<file path="src/sv/fpd_pkg.sv">
// Shared types, constants and helpers for the flight phase detector.
package fpd_pkg;

    // Sample window geometry; the depth must be a power of two from 4 to 16.
    localparam int WINDOW_DEPTH = 4;
    localparam int DEPTH_LOG2   = $clog2(WINDOW_DEPTH);

    // Field widths.
    localparam int SAMPLE_W = 24;
    localparam int SUM_W    = SAMPLE_W + DEPTH_LOG2;
    localparam int DIFF_W   = SAMPLE_W + 1;
    localparam int THR_W    = 17;
    localparam int FRAC_W   = 9;
    localparam int FRAC_SH  = 8;
    localparam int PROD_W   = SAMPLE_W + FRAC_W + 1;
    localparam int PHASE_W  = 3;

    // Configuration port.
    localparam int CFG_IDX_W  = 2;
    localparam int CFG_DATA_W = THR_W;

    localparam logic [CFG_IDX_W-1:0] CFG_LAUNCH   = 2'd0;
    localparam logic [CFG_IDX_W-1:0] CFG_STABLE   = 2'd1;
    localparam logic [CFG_IDX_W-1:0] CFG_LANDED   = 2'd2;
    localparam logic [CFG_IDX_W-1:0] CFG_FRACTION = 2'd3;

    localparam logic [THR_W-1:0]  RST_LAUNCH   = 17'd500;
    localparam logic [THR_W-1:0]  RST_STABLE   = 17'd500;
    localparam logic [THR_W-1:0]  RST_LANDED   = 17'd500;
    localparam logic [FRAC_W-1:0] RST_FRACTION = 9'd192;

    // Flight phase codes.
    localparam logic [PHASE_W-1:0] PH_PAD     = 3'd0;
    localparam logic [PHASE_W-1:0] PH_ASCENT  = 3'd1;
    localparam logic [PHASE_W-1:0] PH_APOGEE  = 3'd2;
    localparam logic [PHASE_W-1:0] PH_DESCENT = 3'd3;
    localparam logic [PHASE_W-1:0] PH_RELEASE = 3'd4;

    // Decoupling queue depth (power of two).
    localparam int QUEUE_DEPTH = 2;
    localparam int QPTR_W      = $clog2(QUEUE_DEPTH);
    localparam int QCNT_W      = $clog2(QUEUE_DEPTH + 1);

    // Configuration register set.
    typedef struct packed {
        logic [THR_W-1:0]  launch_threshold;
        logic [THR_W-1:0]  stable_delta;
        logic [THR_W-1:0]  landed_threshold;
        logic [FRAC_W-1:0] release_fraction;
    } t_cfg;

    // One classified sample as handed from the front to the back.
    typedef struct packed {
        logic signed [SAMPLE_W-1:0] mean;
        logic signed [SAMPLE_W-1:0] newest;
        logic                       launch;
        logic                       stable;
        logic                       falling;
        logic                       landed;
    } t_item;

    // Magnitude of the difference of two samples.
    function automatic logic [DIFF_W-1:0] abs_diff(input logic signed [SAMPLE_W-1:0] a,
                                                   input logic signed [SAMPLE_W-1:0] b);
        logic signed [DIFF_W-1:0] d;
        d = DIFF_W'(a) - DIFF_W'(b);
        abs_diff = d[DIFF_W-1] ? DIFF_W'(-d) : DIFF_W'(d);
    endfunction

endpackage

</file>
<file path="src/sv/fpd_front.sv">
// Front end: sample window, running sum, average and per-sample condition flags.
module fpd_front (
    input  logic                                i_clk,
    input  logic                                i_rst_n,
    input  fpd_pkg::t_cfg                       i_cfg,
    input  logic                                i_in_valid,
    input  logic signed [fpd_pkg::SAMPLE_W-1:0] i_altitude_sample,
    input  logic                                i_full,
    output logic                                o_push,
    output fpd_pkg::t_item                      o_item
);

    logic signed [fpd_pkg::SAMPLE_W-1:0] r_win [fpd_pkg::WINDOW_DEPTH];
    logic signed [fpd_pkg::SUM_W-1:0]    r_sum;
    logic signed [fpd_pkg::SUM_W-1:0]    n_sum;
    logic signed [fpd_pkg::SUM_W-1:0]    shifted;
    logic signed [fpd_pkg::SAMPLE_W-1:0] mean;
    logic signed [fpd_pkg::DIFF_W-1:0]   mean_x;
    logic signed [fpd_pkg::DIFF_W-1:0]   launch_x;
    logic signed [fpd_pkg::DIFF_W-1:0]   landed_x;
    logic [fpd_pkg::DIFF_W-1:0]          delta_x;
    logic signed [fpd_pkg::SAMPLE_W-1:0] tap_a, tap_b, tap_c, tap_d;

    // A sample is taken whenever the queue has room.
    assign o_push = i_in_valid && !i_full;

    // The oldest sample leaves the running sum as the new one enters.
    assign n_sum   = r_sum - fpd_pkg::SUM_W'(r_win[fpd_pkg::WINDOW_DEPTH-1])
                   + fpd_pkg::SUM_W'(i_altitude_sample);
    assign shifted = n_sum >>> fpd_pkg::DEPTH_LOG2;
    assign mean    = shifted[fpd_pkg::SAMPLE_W-1:0];

    // The four newest samples, with the incoming one first.
    assign tap_a = i_altitude_sample;
    assign tap_b = r_win[0];
    assign tap_c = r_win[1];
    assign tap_d = r_win[2];

    // Threshold compares are done signed at one bit above the sample width.
    assign mean_x   = fpd_pkg::DIFF_W'(mean);
    assign launch_x = $signed(fpd_pkg::DIFF_W'(i_cfg.launch_threshold));
    assign landed_x = $signed(fpd_pkg::DIFF_W'(i_cfg.landed_threshold));
    assign delta_x  = fpd_pkg::DIFF_W'(i_cfg.stable_delta);

    always_comb begin
        o_item.mean    = mean;
        o_item.newest  = tap_a;
        o_item.launch  = mean_x > launch_x;
        o_item.landed  = mean_x < landed_x;
        o_item.stable  = (fpd_pkg::abs_diff(tap_a, tap_b) < delta_x)
                      && (fpd_pkg::abs_diff(tap_b, tap_c) < delta_x)
                      && (fpd_pkg::abs_diff(tap_c, tap_d) < delta_x);
        o_item.falling = (tap_a < tap_b) && (tap_b < tap_c);
    end

    // Window shift line and running sum.
    always_ff @(posedge i_clk) begin
        if (!i_rst_n) begin
            for (int k = 0; k < fpd_pkg::WINDOW_DEPTH; k++) begin
                r_win[k] <= '0;
            end
            r_sum <= '0;
        end else if (o_push) begin
            r_win[0] <= i_altitude_sample;
            for (int k = 1; k < fpd_pkg::WINDOW_DEPTH; k++) begin
                r_win[k] <= r_win[k-1];
            end
            r_sum <= n_sum;
        end
    end

endmodule

</file>
<file path="src/sv/fpd_queue.sv">
// Short queue of classified samples between the front and the back.
module fpd_queue (
    input  logic           i_clk,
    input  logic           i_rst_n,
    input  logic           i_push,
    input  fpd_pkg::t_item i_item,
    output logic           o_full,
    input  logic           i_pop,
    output logic           o_valid,
    output fpd_pkg::t_item o_item
);

    fpd_pkg::t_item              r_mem [fpd_pkg::QUEUE_DEPTH];
    logic [fpd_pkg::QPTR_W-1:0]  r_wr_ptr;
    logic [fpd_pkg::QPTR_W-1:0]  r_rd_ptr;
    logic [fpd_pkg::QCNT_W-1:0]  r_count;

    assign o_full  = (r_count == fpd_pkg::QCNT_W'(fpd_pkg::QUEUE_DEPTH));
    assign o_valid = (r_count != '0);
    assign o_item  = r_mem[r_rd_ptr];

    // Entry storage.
    always_ff @(posedge i_clk) begin
        if (i_push) begin
            r_mem[r_wr_ptr] <= i_item;
        end
    end

    // Pointers and fill count.
    always_ff @(posedge i_clk) begin
        if (!i_rst_n) begin
            r_wr_ptr <= '0;
            r_rd_ptr <= '0;
            r_count  <= '0;
        end else begin
            if (i_push) begin
                r_wr_ptr <= r_wr_ptr + 1'b1;
            end
            if (i_pop) begin
                r_rd_ptr <= r_rd_ptr + 1'b1;
            end
            if (i_push && !i_pop) begin
                r_count <= r_count + 1'b1;
            end else if (!i_push && i_pop) begin
                r_count <= r_count - 1'b1;
            end
        end
    end

endmodule

</file>
<file path="src/sv/fpd_back.sv">
// Back end: flight phase machine, peak record and the result register.
module fpd_back (
    input  logic                                 i_clk,
    input  logic                                 i_rst_n,
    input  fpd_pkg::t_cfg                        i_cfg,
    input  logic                                 i_q_valid,
    input  fpd_pkg::t_item                       i_item,
    output logic                                 o_pop,
    output logic                                 o_out_valid,
    input  logic                                 i_out_stall,
    output logic [fpd_pkg::PHASE_W-1:0]          o_flight_phase,
    output logic signed [fpd_pkg::SAMPLE_W-1:0]  o_peak_altitude,
    output logic signed [fpd_pkg::SAMPLE_W-1:0]  o_mean_altitude
);

    logic [fpd_pkg::PHASE_W-1:0]         r_phase, n_phase;
    logic signed [fpd_pkg::SAMPLE_W-1:0] r_peak, n_peak;
    logic signed [fpd_pkg::SAMPLE_W-1:0] r_mean;
    logic                                r_out_valid;
    logic signed [fpd_pkg::PROD_W-1:0]   peak_frac;
    logic signed [fpd_pkg::PROD_W-1:0]   mean_scaled;
    logic                                release_hit;

    // Take the next entry when the result register is empty or being drained.
    assign o_pop = i_q_valid && (!r_out_valid || !i_out_stall);

    // Release test: mean * 256 <= peak * fraction, exact.
    assign peak_frac   = r_peak * $signed({1'b0, i_cfg.release_fraction});
    assign mean_scaled = fpd_pkg::PROD_W'($signed({i_item.mean, {fpd_pkg::FRAC_SH{1'b0}}}));
    assign release_hit = mean_scaled <= peak_frac;

    // Next phase and peak.
    always_comb begin
        n_phase = r_phase;
        n_peak  = r_peak;
        unique case (r_phase)
            fpd_pkg::PH_PAD: begin
                if (i_item.launch) n_phase = fpd_pkg::PH_ASCENT;
            end
            fpd_pkg::PH_ASCENT: begin
                if (i_item.stable) begin
                    n_phase = fpd_pkg::PH_APOGEE;
                    n_peak  = i_item.newest;
                end
            end
            fpd_pkg::PH_APOGEE: begin
                if (i_item.falling) n_phase = fpd_pkg::PH_DESCENT;
            end
            fpd_pkg::PH_DESCENT: begin
                if (release_hit) n_phase = fpd_pkg::PH_RELEASE;
            end
            fpd_pkg::PH_RELEASE: begin
                if (i_item.landed) n_phase = fpd_pkg::PH_PAD;
            end
            default: begin
                n_phase = fpd_pkg::PH_PAD;
            end
        endcase
    end

    // Phase and peak advance with each entry; they double as result fields.
    always_ff @(posedge i_clk) begin
        if (!i_rst_n) begin
            r_phase     <= fpd_pkg::PH_PAD;
            r_peak      <= '0;
            r_out_valid <= 1'b0;
        end else begin
            if (o_pop) begin
                r_phase <= n_phase;
                r_peak  <= n_peak;
            end
            if (o_pop) begin
                r_out_valid <= 1'b1;
            end else if (!i_out_stall) begin
                r_out_valid <= 1'b0;
            end
        end
    end

    // Average travels with the result.
    always_ff @(posedge i_clk) begin
        if (o_pop) begin
            r_mean <= i_item.mean;
        end
    end

    assign o_out_valid     = r_out_valid;
    assign o_flight_phase  = r_phase;
    assign o_peak_altitude = r_peak;
    assign o_mean_altitude = r_mean;

endmodule

</file>
<file path="src/sv/flight_phase_detector_core.sv">
// Top level of the flight phase detector: configuration registers and the three parts.
//
// Each request carries one altitude sample in cm and yields one result: the flight phase
// after that sample, the peak recorded on entering apogee, and the floor average of the
// last four samples (the window starts out as zeros after reset). One sample can be
// accepted in every cycle while the queue is not full; the rate is set by the phase
// register in the back end, which advances once per sample. The front end holds the
// window and running sum and classifies each sample; a two-entry queue between front and
// back lets either side stall without stopping the other. Configuration registers take
// effect for samples accepted after the write and should be written only while no
// request is in flight.
module flight_phase_detector_core (
    input  logic                                   i_clk,
    input  logic                                   i_rst_n,
    // Sample channel.
    input  logic                                   i_in_valid,
    output logic                                   o_in_stall,
    input  logic signed [fpd_pkg::SAMPLE_W-1:0]    i_altitude_sample,
    // Result channel.
    output logic                                   o_out_valid,
    input  logic                                   i_out_stall,
    output logic [fpd_pkg::PHASE_W-1:0]            o_flight_phase,
    output logic signed [fpd_pkg::SAMPLE_W-1:0]    o_peak_altitude,
    output logic signed [fpd_pkg::SAMPLE_W-1:0]    o_mean_altitude,
    // Configuration write port.
    input  logic                                   i_cfg_we,
    input  logic [fpd_pkg::CFG_IDX_W-1:0]          i_cfg_index,
    input  logic [fpd_pkg::CFG_DATA_W-1:0]         i_cfg_data
);

    fpd_pkg::t_cfg  r_cfg;
    fpd_pkg::t_item front_item;
    fpd_pkg::t_item q_item;
    logic           push;
    logic           full;
    logic           pop;
    logic           q_valid;

    // Configuration registers.
    always_ff @(posedge i_clk) begin
        if (!i_rst_n) begin
            r_cfg.launch_threshold <= fpd_pkg::RST_LAUNCH;
            r_cfg.stable_delta     <= fpd_pkg::RST_STABLE;
            r_cfg.landed_threshold <= fpd_pkg::RST_LANDED;
            r_cfg.release_fraction <= fpd_pkg::RST_FRACTION;
        end else if (i_cfg_we) begin
            unique case (i_cfg_index)
                fpd_pkg::CFG_LAUNCH:   r_cfg.launch_threshold <= i_cfg_data;
                fpd_pkg::CFG_STABLE:   r_cfg.stable_delta     <= i_cfg_data;
                fpd_pkg::CFG_LANDED:   r_cfg.landed_threshold <= i_cfg_data;
                fpd_pkg::CFG_FRACTION: r_cfg.release_fraction <= i_cfg_data[fpd_pkg::FRAC_W-1:0];
                default: ;
            endcase
        end
    end

    assign o_in_stall = full;

    // Front end: window, sum and flags.
    fpd_front u_front (
        .i_clk             (i_clk),
        .i_rst_n           (i_rst_n),
        .i_cfg             (r_cfg),
        .i_in_valid        (i_in_valid),
        .i_altitude_sample (i_altitude_sample),
        .i_full            (full),
        .o_push            (push),
        .o_item            (front_item)
    );

    // Decoupling queue.
    fpd_queue u_queue (
        .i_clk   (i_clk),
        .i_rst_n (i_rst_n),
        .i_push  (push),
        .i_item  (front_item),
        .o_full  (full),
        .i_pop   (pop),
        .o_valid (q_valid),
        .o_item  (q_item)
    );

    // Back end: phase machine and result register.
    fpd_back u_back (
        .i_clk           (i_clk),
        .i_rst_n         (i_rst_n),
        .i_cfg           (r_cfg),
        .i_q_valid       (q_valid),
        .i_item          (q_item),
        .o_pop           (pop),
        .o_out_valid     (o_out_valid),
        .i_out_stall     (i_out_stall),
        .o_flight_phase  (o_flight_phase),
        .o_peak_altitude (o_peak_altitude),
        .o_mean_altitude (o_mean_altitude)
    );

endmodule

</file>
<file path="config.mk">
export PLATFORM = sky130hd
export DESIGN_NAME = flight_phase_detector_core
export DESIGN_NICKNAME = d
export VERILOG_FILES = /design/src/sv/fpd_pkg.sv /design/src/sv/fpd_front.sv /design/src/sv/fpd_queue.sv /design/src/sv/fpd_back.sv /design/src/sv/flight_phase_detector_core.sv
export SDC_FILE = /design/constraint.sdc
export NUM_CORES = 1
export LEC_CHECK = 0
export ABC_AREA = 1
export BUFFER_PORTS_ARGS = -buffer_cell sky130_fd_sc_hd__buf_4
export CAP_MARGIN = 20
export CORE_ASPECT_RATIO = 1.4
export CORE_MARGIN = 2
export CORE_UTILIZATION = 40
export CTS_CLUSTER_SIZE = 25
export DETAILED_ROUTE_END_ITERATION = 16
export GPL_ROUTABILITY_DRIVEN = 0
export PLACE_DENSITY_LB_ADDON = 0.3
export SYNTH_ARGS = -nofsm -noshare
export SYNTH_HDL_FRONTEND = slang
export SYNTH_SLANG_ARGS = --single-unit
export TNS_END_PERCENT = 50
</file>
<file path="constraint.sdc">
create_clock -name i_clk -period 7.1 [get_ports i_clk]
set_input_delay 1.42 -clock i_clk [delete_from_list [all_inputs] [get_ports i_clk]]
set_output_delay 1.42 -clock i_clk [all_outputs]
set_load 0.05 [all_outputs]
</file>
==> flow_metrics.tcl, run 1 <==
set metrics [dict create \
    core_area_sq_um 79100 \
    wirelength_microns 100000 \
    timing.fmax_mhz 148 \
    dp_cells 5384 \
    nFillCells 8108 \
    io_buffers 100 \
    final_nets 4912 \
    ys_ff_latch 343 \
    powerDensity_nw_per_um2 405 \
    syn_inst 4275 \
    finalCriticalPeriod_ps 6750 \
    place_worst_setup_slack_ps -79.0 \
    first_iter_violations 1970 \
    grt.total_usage_pct 24.4 \
    grt_pass1_wl_microns 155000 \
    vias 27451 \
    synthTopCellsByArea "edfxtp_1 (21%), nand2_1 (14%), fa_1 (13%)" \
    multiInputGateArea_sq_um 19200 \
    fin_skew_ps 22.0 \
    clkTransAtPathRegs_ps 70 \
    antenna_found_initial 4 \
    dieArea_sq_um 82200 \
    final_cells 5456 \
    cp.arrival_ps 7220 \
    setup_ws_ps 354 \
    holdCritPathClass "reg2reg" \
    tightest_slew_ps 1030 \
    synth_area_per_cell_sq_um 7.48 \
    viasPerCell 5.03 \
    die-height_microns 338 \
    status "completed" \
    syn_area_sq_um 32000 \
    synth_cell_types 57 \
    critPathKind "reg2reg" \
    hold_violations 0 \
    grt_max_degree 98 \
    critPathCaptureType "register" \
    seq_area_sq_um 9150 \
    clockBufferDepth 3 \
    drc 0 \
    cp_data_required_time_ps 7580 \
    cts_buffers 37 \
    crit_cells 35 \
    cp_common_cell "nand2_1" \
    die_w_microns 243 \
    synth_warnings 0 \
    yosys-top-cells-count "nand2_1 (1164), inv_1 (869), nor2_1 (332)" \
    syn-num-nets 4814 \
    min_delay_path_depth 1 \
    yosysTopAreaCell "edfxtp_1" \
    tritoncts "done" \
    clk_latency_ps 550 \
    synth-edff-count 224 \
    dp_hpwl_microns 82400 \
    fin_crit_sh_pct 95.0 \
    max_slew_margin_pct 31.3 \
    critPathBufInv 6 \
    clockRootBuffer "clkbuf_16" \
    reg2reg_depth 35 \
    h-tree-depth 2 \
    start_kind "register" \
    cp_slowest_cell "fa_1" \
    wl_per_cell_microns 18.4 \
    num_rows 122 \
    drive_gt1_share_pct 8.04 \
    synth_top_cell_area_share_pct 21.0 \
    start_util_pct 40.4 \
    peakVddDrop_mv 0.209 \
    yosysMostFrequentCell "nand2_1" \
    area_growth_pct 11.4 \
    setup_viol 0 \
    grt_overflow_total 0 \
    cap_viol_max_count 0 \
    finalMaxSlewViolations 0 \
    leakagePower_nw 18.5 \
    ys_seq_area_share_pct 28.5 \
    critical-path-top-delay-family "adder cells" \
    crit_path_max_fanout 12 \
    io_pins 101 \
    ys.flop_type "edfxtp_1" \
    ant_nets 0 \
    grt_pass1_vias 27393 \
    max_stage_delay_ps 540 \
    cts_sinks 343 \
    async_flop_share_pct 0 \
    firstDrtPassIters 6 \
    finish.utilization_pct 45.0 \
]
==> path summary, 6_finish.rpt <==
path,slack (ps),from,endpoint
worst max-delay path,350,r_cfg[3],u_back.o_flight_phase[0]
worst min-delay path,450,u_queue.r_rd_ptr,register
worst max register to register,350,r_cfg[3],u_back.o_flight_phase[0]
worst min register to register,450,u_queue.r_rd_ptr,register
==> cells in the final DEF, fill, tap and decap left out, types with 7 or more instances in the layout <==
cell type | Yosys | final
o21bai_1 | 13 | 12
o21ai_0 | 137 | 131
nor2_4 | 7 | 9
nand3_2 | 7 | 7
clkbuf_16 | 0 | 40
edfxtp_1 | 224 | 224
inv_1 | 869 | 868
dfxtp_1 | 119 | 99
nor4_1 | 10 | 7
nand3b_1 | 21 | 21
xnor2_1 | 38 | 38
o21a_1 | 8 | 8
buf_4 | 1 | 159
nor2_2 | 7 | 7
fa_1 | 206 | 205
o22ai_1 | 10 | 10
o211ai_1 | 22 | 22
nand2_2 | 31 | 36
nand2_1 | 1164 | 1158
clkinv_1 | 4 | 8
a31oi_1 | 7 | 7
a21oi_1 | 230 | 229
o21ai_1 | 4 | 8
inv_2 | 11 | 11
dfxtp_2 | 0 | 14
nand4_1 | 37 | 37
ha_1 | 285 | 285
nor3_1 | 46 | 43
xor2_1 | 74 | 74
nand3_1 | 191 | 191
nor2_1 | 332 | 330
==> power breakdown <==
part | internal, W | total [W] | leakage (nW) | switching [W]
Clock | 0.00113 | 0.00198 | 0.592 | 0.000848
Sequential | 0.00290 | 0.00316 | 3.24 | 0.000258
Combinational | 0.00294 | 0.00928 | 14.7 | 0.00633
Total | 0.00697 | 0.0144 | 18.5 | 0.00744
==> routing by layer <==
layer | track usage, % | part of all wire [%]
met4 | 15.4 | 7.9
met1 | 27.1 | 37
met5 | 0 | 0.029
met3 | 1.58 | 4.1
met2 | 44.9 | 51
==> cell families after synthesis <==
family	after synthesis	share of synthesized area, %
xor gates and xnor gates	116	3.34
AOI/OAI and AO/OA	467	8.14
adders and majority gates	491	24.1
buffers and inverters	993	11.7
and+or+nand+nor	1865	24.2
DFF	343	28.5
==> through the flow <==
stage	power [W]	hold slack (ps)	area, sq um	setup TNS [ps]
2_1_floorplan	0.00953	425	32000	0
3_3_place_gp	0.0122	427	34200	-149
3_5_place_dp	0.0123	431	34200	-199
4_1_cts	0.0144	451	35400	0
5_1_grt	0.0157	469	35600	-200
6_report	0.0144	448	35600	0
==> flip-flops by register name, indices dropped and copies added (netlist names), 2 cells and up, named ones only <==
| register | flops |
|---|---|
| r_cfg | 60 |
| u_back.o_flight_phase | 3 |
| u_back.o_mean_altitude | 24 |
| u_back.o_peak_altitude | 24 |
| u_front.r_sum | 26 |
| u_front.r_win | 96 |
| u_queue.r_count | 2 |
| u_queue.r_mem | 104 |
==> final cells by class <==
cell class,instances,area share [%]
multi-input cells,2939,54.0
flip-flops and latches,343,25.7
inverters,885,9.34
repair buffers,167,3.85
well taps,1054,3.70
clock buffers,45,2.83
clock inverters,22,0.611
diodes,1,0.00703
==> what timing repair did <==
| action | CTS | global route |
|---|---|---|
| endpoints found under the setup margin | 3 | 3 |
| hold buffers | 0 | 0 |
| gates cloned | 0 | 2 |
| gates resized for setup | 1 | 50 |
| pin swaps | 0 | 1 |
| buffers inserted | 0 | 1 |
Note: power is estimated with default switching activity, not from simulation.
==> run 2, diff against run 1 <==
--- a/config.mk
+++ b/config.mk
@@ -11,6 +11,7 @@
 export CORE_ASPECT_RATIO = 1.4
 export CORE_MARGIN = 2
 export CORE_UTILIZATION = 40
+export CTS_BUF_LIST = sky130_fd_sc_hd__clkbuf_8
 export CTS_CLUSTER_SIZE = 25
 export DETAILED_ROUTE_END_ITERATION = 16
 export GPL_ROUTABILITY_DRIVEN = 0
==> flow_metrics.tcl, run 2 (synthesis gave the netlist of run 1 again) <==
set metrics [dict create \
    nFillCells 8168 \
    cap_viol_max_count 0 \
    holdCritPathClass "reg2reg" \
    grt.total_usage_pct 24.5 \
    multiInputGateArea_sq_um 19300 \
    cp_data_required_time_ps 7660 \
    wl_per_cell_microns 18.3 \
    fin_skew_ps 41.2 \
    dp_cells 5384 \
    finalCriticalPeriod_ps 6710 \
    io_buffers 100 \
    die_w_microns 243 \
    grt_overflow_total 0 \
    io_pins 101 \
    final_nets 4929 \
    wirelength_microns 100000 \
    fin_crit_sh_pct 94.5 \
    tritoncts "done" \
    cts_buffers 55 \
    drive_gt1_share_pct 8.61 \
    status "completed" \
    final_cell_mix "nand2_1 (1156), inv_1 (882), nor2_1 (329), ha_1 (284), a21oi_1 (226)" \
    die-height_microns 338 \
    area_growth_pct 11.1 \
    max_slew_margin_pct 30.1 \
    top_regs "u_queue.r_mem x104, u_front.r_win x96, r_cfg x60" \
    grt_max_degree 98 \
    placed_cell_area_sq_um 34200 \
    tightest_slew_ps 1050 \
    ant_nets 0 \
    drc 0 \
    start_util_pct 40.4 \
    cp_common_cell "fa_1" \
    timing.fmax_mhz 149 \
    num_rows 122 \
    cp.arrival_ps 7270 \
    max_stage_delay_ps 560 \
    finalMaxSlewViolations 0 \
    cts_sinks 343 \
    clkTransAtPathRegs_ps 80 \
    dp_hpwl_microns 82400 \
    core_area_sq_um 79100 \
    first_iter_violations 1927 \
    grt_pass1_wl_microns 156000 \
    clockBufferDepth 3 \
    h-tree-depth 2 \
    leakagePower_nw 18.6 \
    crit_path_max_fanout 6 \
    grt_pass1_vias 27522 \
    largest_reg_flops 104 \
    clk_latency_ps 700 \
    final_common_cell "nand2_1" \
    largest-register "u_queue.r_mem" \
    viasPerCell 5.01 \
    setup_viol 0 \
    setup_ws_ps 392 \
    seq_area_sq_um 9150 \
    stdcell_area_sq_um 35500 \
    peakVddDrop_mv 0.206 \
    antenna_found_initial 3 \
    start_kind "register" \
    postCtsHoldBufs 0 \
    critPathKind "reg2reg" \
    firstDrtPassIters 8 \
    final_cells 5492 \
    place_worst_setup_slack_ps -79.0 \
    dieArea_sq_um 82200 \
    clockRootBuffer "clkbuf_8" \
    powerDensity_nw_per_um2 400 \
    vias 27510 \
    hold_violations 0 \
    critPathCaptureType "register" \
    cp_slowest_cell "fa_1" \
]
## run 2: per-stage QoR
| stage | setup TNS (ps) | hold slack [ps] | util [%] | total power, W |
|---|---|---|---|---|
| finish | 0 | 452 | 44.9 | 0.0142 |
| global route | -43.1 | 471 | 44.9 | 0.0155 |
| CTS | 0 | 452 | 44.6 | 0.0142 |
| detailed placement | -199 | 431 | 43.2 | 0.0123 |
| global placement | -149 | 427 | 43.2 | 0.0122 |
| floorplan | 0 | 425 | - | 0.00953 |
## run 2: power by group
group	switching, W	internal, W	leakage [nW]
Sequential	0.000259	0.00290	3.24
Clock	0.000878	0.000890	0.613
Combinational	0.00633	0.00294	14.7
Total	0.00747	0.00673	18.6
## run 2: critical path, delay by kind of cell, from the launching register on
family	cells	cell delay, ps
buffers and inverters	4	360
adders and majority gates	7	3280
and+or+nand+nor	9	1080
AOI/OAI and AO/OA	8	1360
xor gates and xnor gates	1	100
DFF	1	420
## run 2: path summary, 6_finish.rpt
| check | startpoint | end | slack (ps) | cells past startpoint |
|---|---|---|---|---|
| min reg2reg | u_queue.r_rd_ptr | register | 450 | 1 |
| max | u_back.o_peak_altitude[9] | u_back.o_flight_phase[2] | 390 | 29 |
| min | u_queue.r_rd_ptr | register | 450 | 1 |
| max reg2reg | u_back.o_peak_altitude[9] | u_back.o_flight_phase[2] | 390 | 29 |
## run 2: what timing repair did
action / CTS / global route
pin swaps: 0 / 2
setup buffers: 0 / 1
resized for setup: 1 / 60
endpoints found under the setup margin: 3 / 3
hold endpoints to repair: 0 / 0
cloned: 0 / 1
## run 2: routing by layer
metal	global-route usage [%]	vias up	part of all wire, %
li1	-	13596	-
met1	27.0	12932	37
met2	44.9	743	51
met3	2.24	239	4.3
met4	15.8	0	7.6
met5	0	-	0
## run 2: final cells by class
class / instances / share of cell area, %
sequential: 343 / 25.8
multi-input combinational: 2939 / 54.3
clock inverter: 44 / 0.853
clock buffer: 59 / 2.29
tap: 1054 / 3.71
antenna: 2 / 0.0141
inverter: 885 / 9.37
timing repair buffer: 166 / 3.76
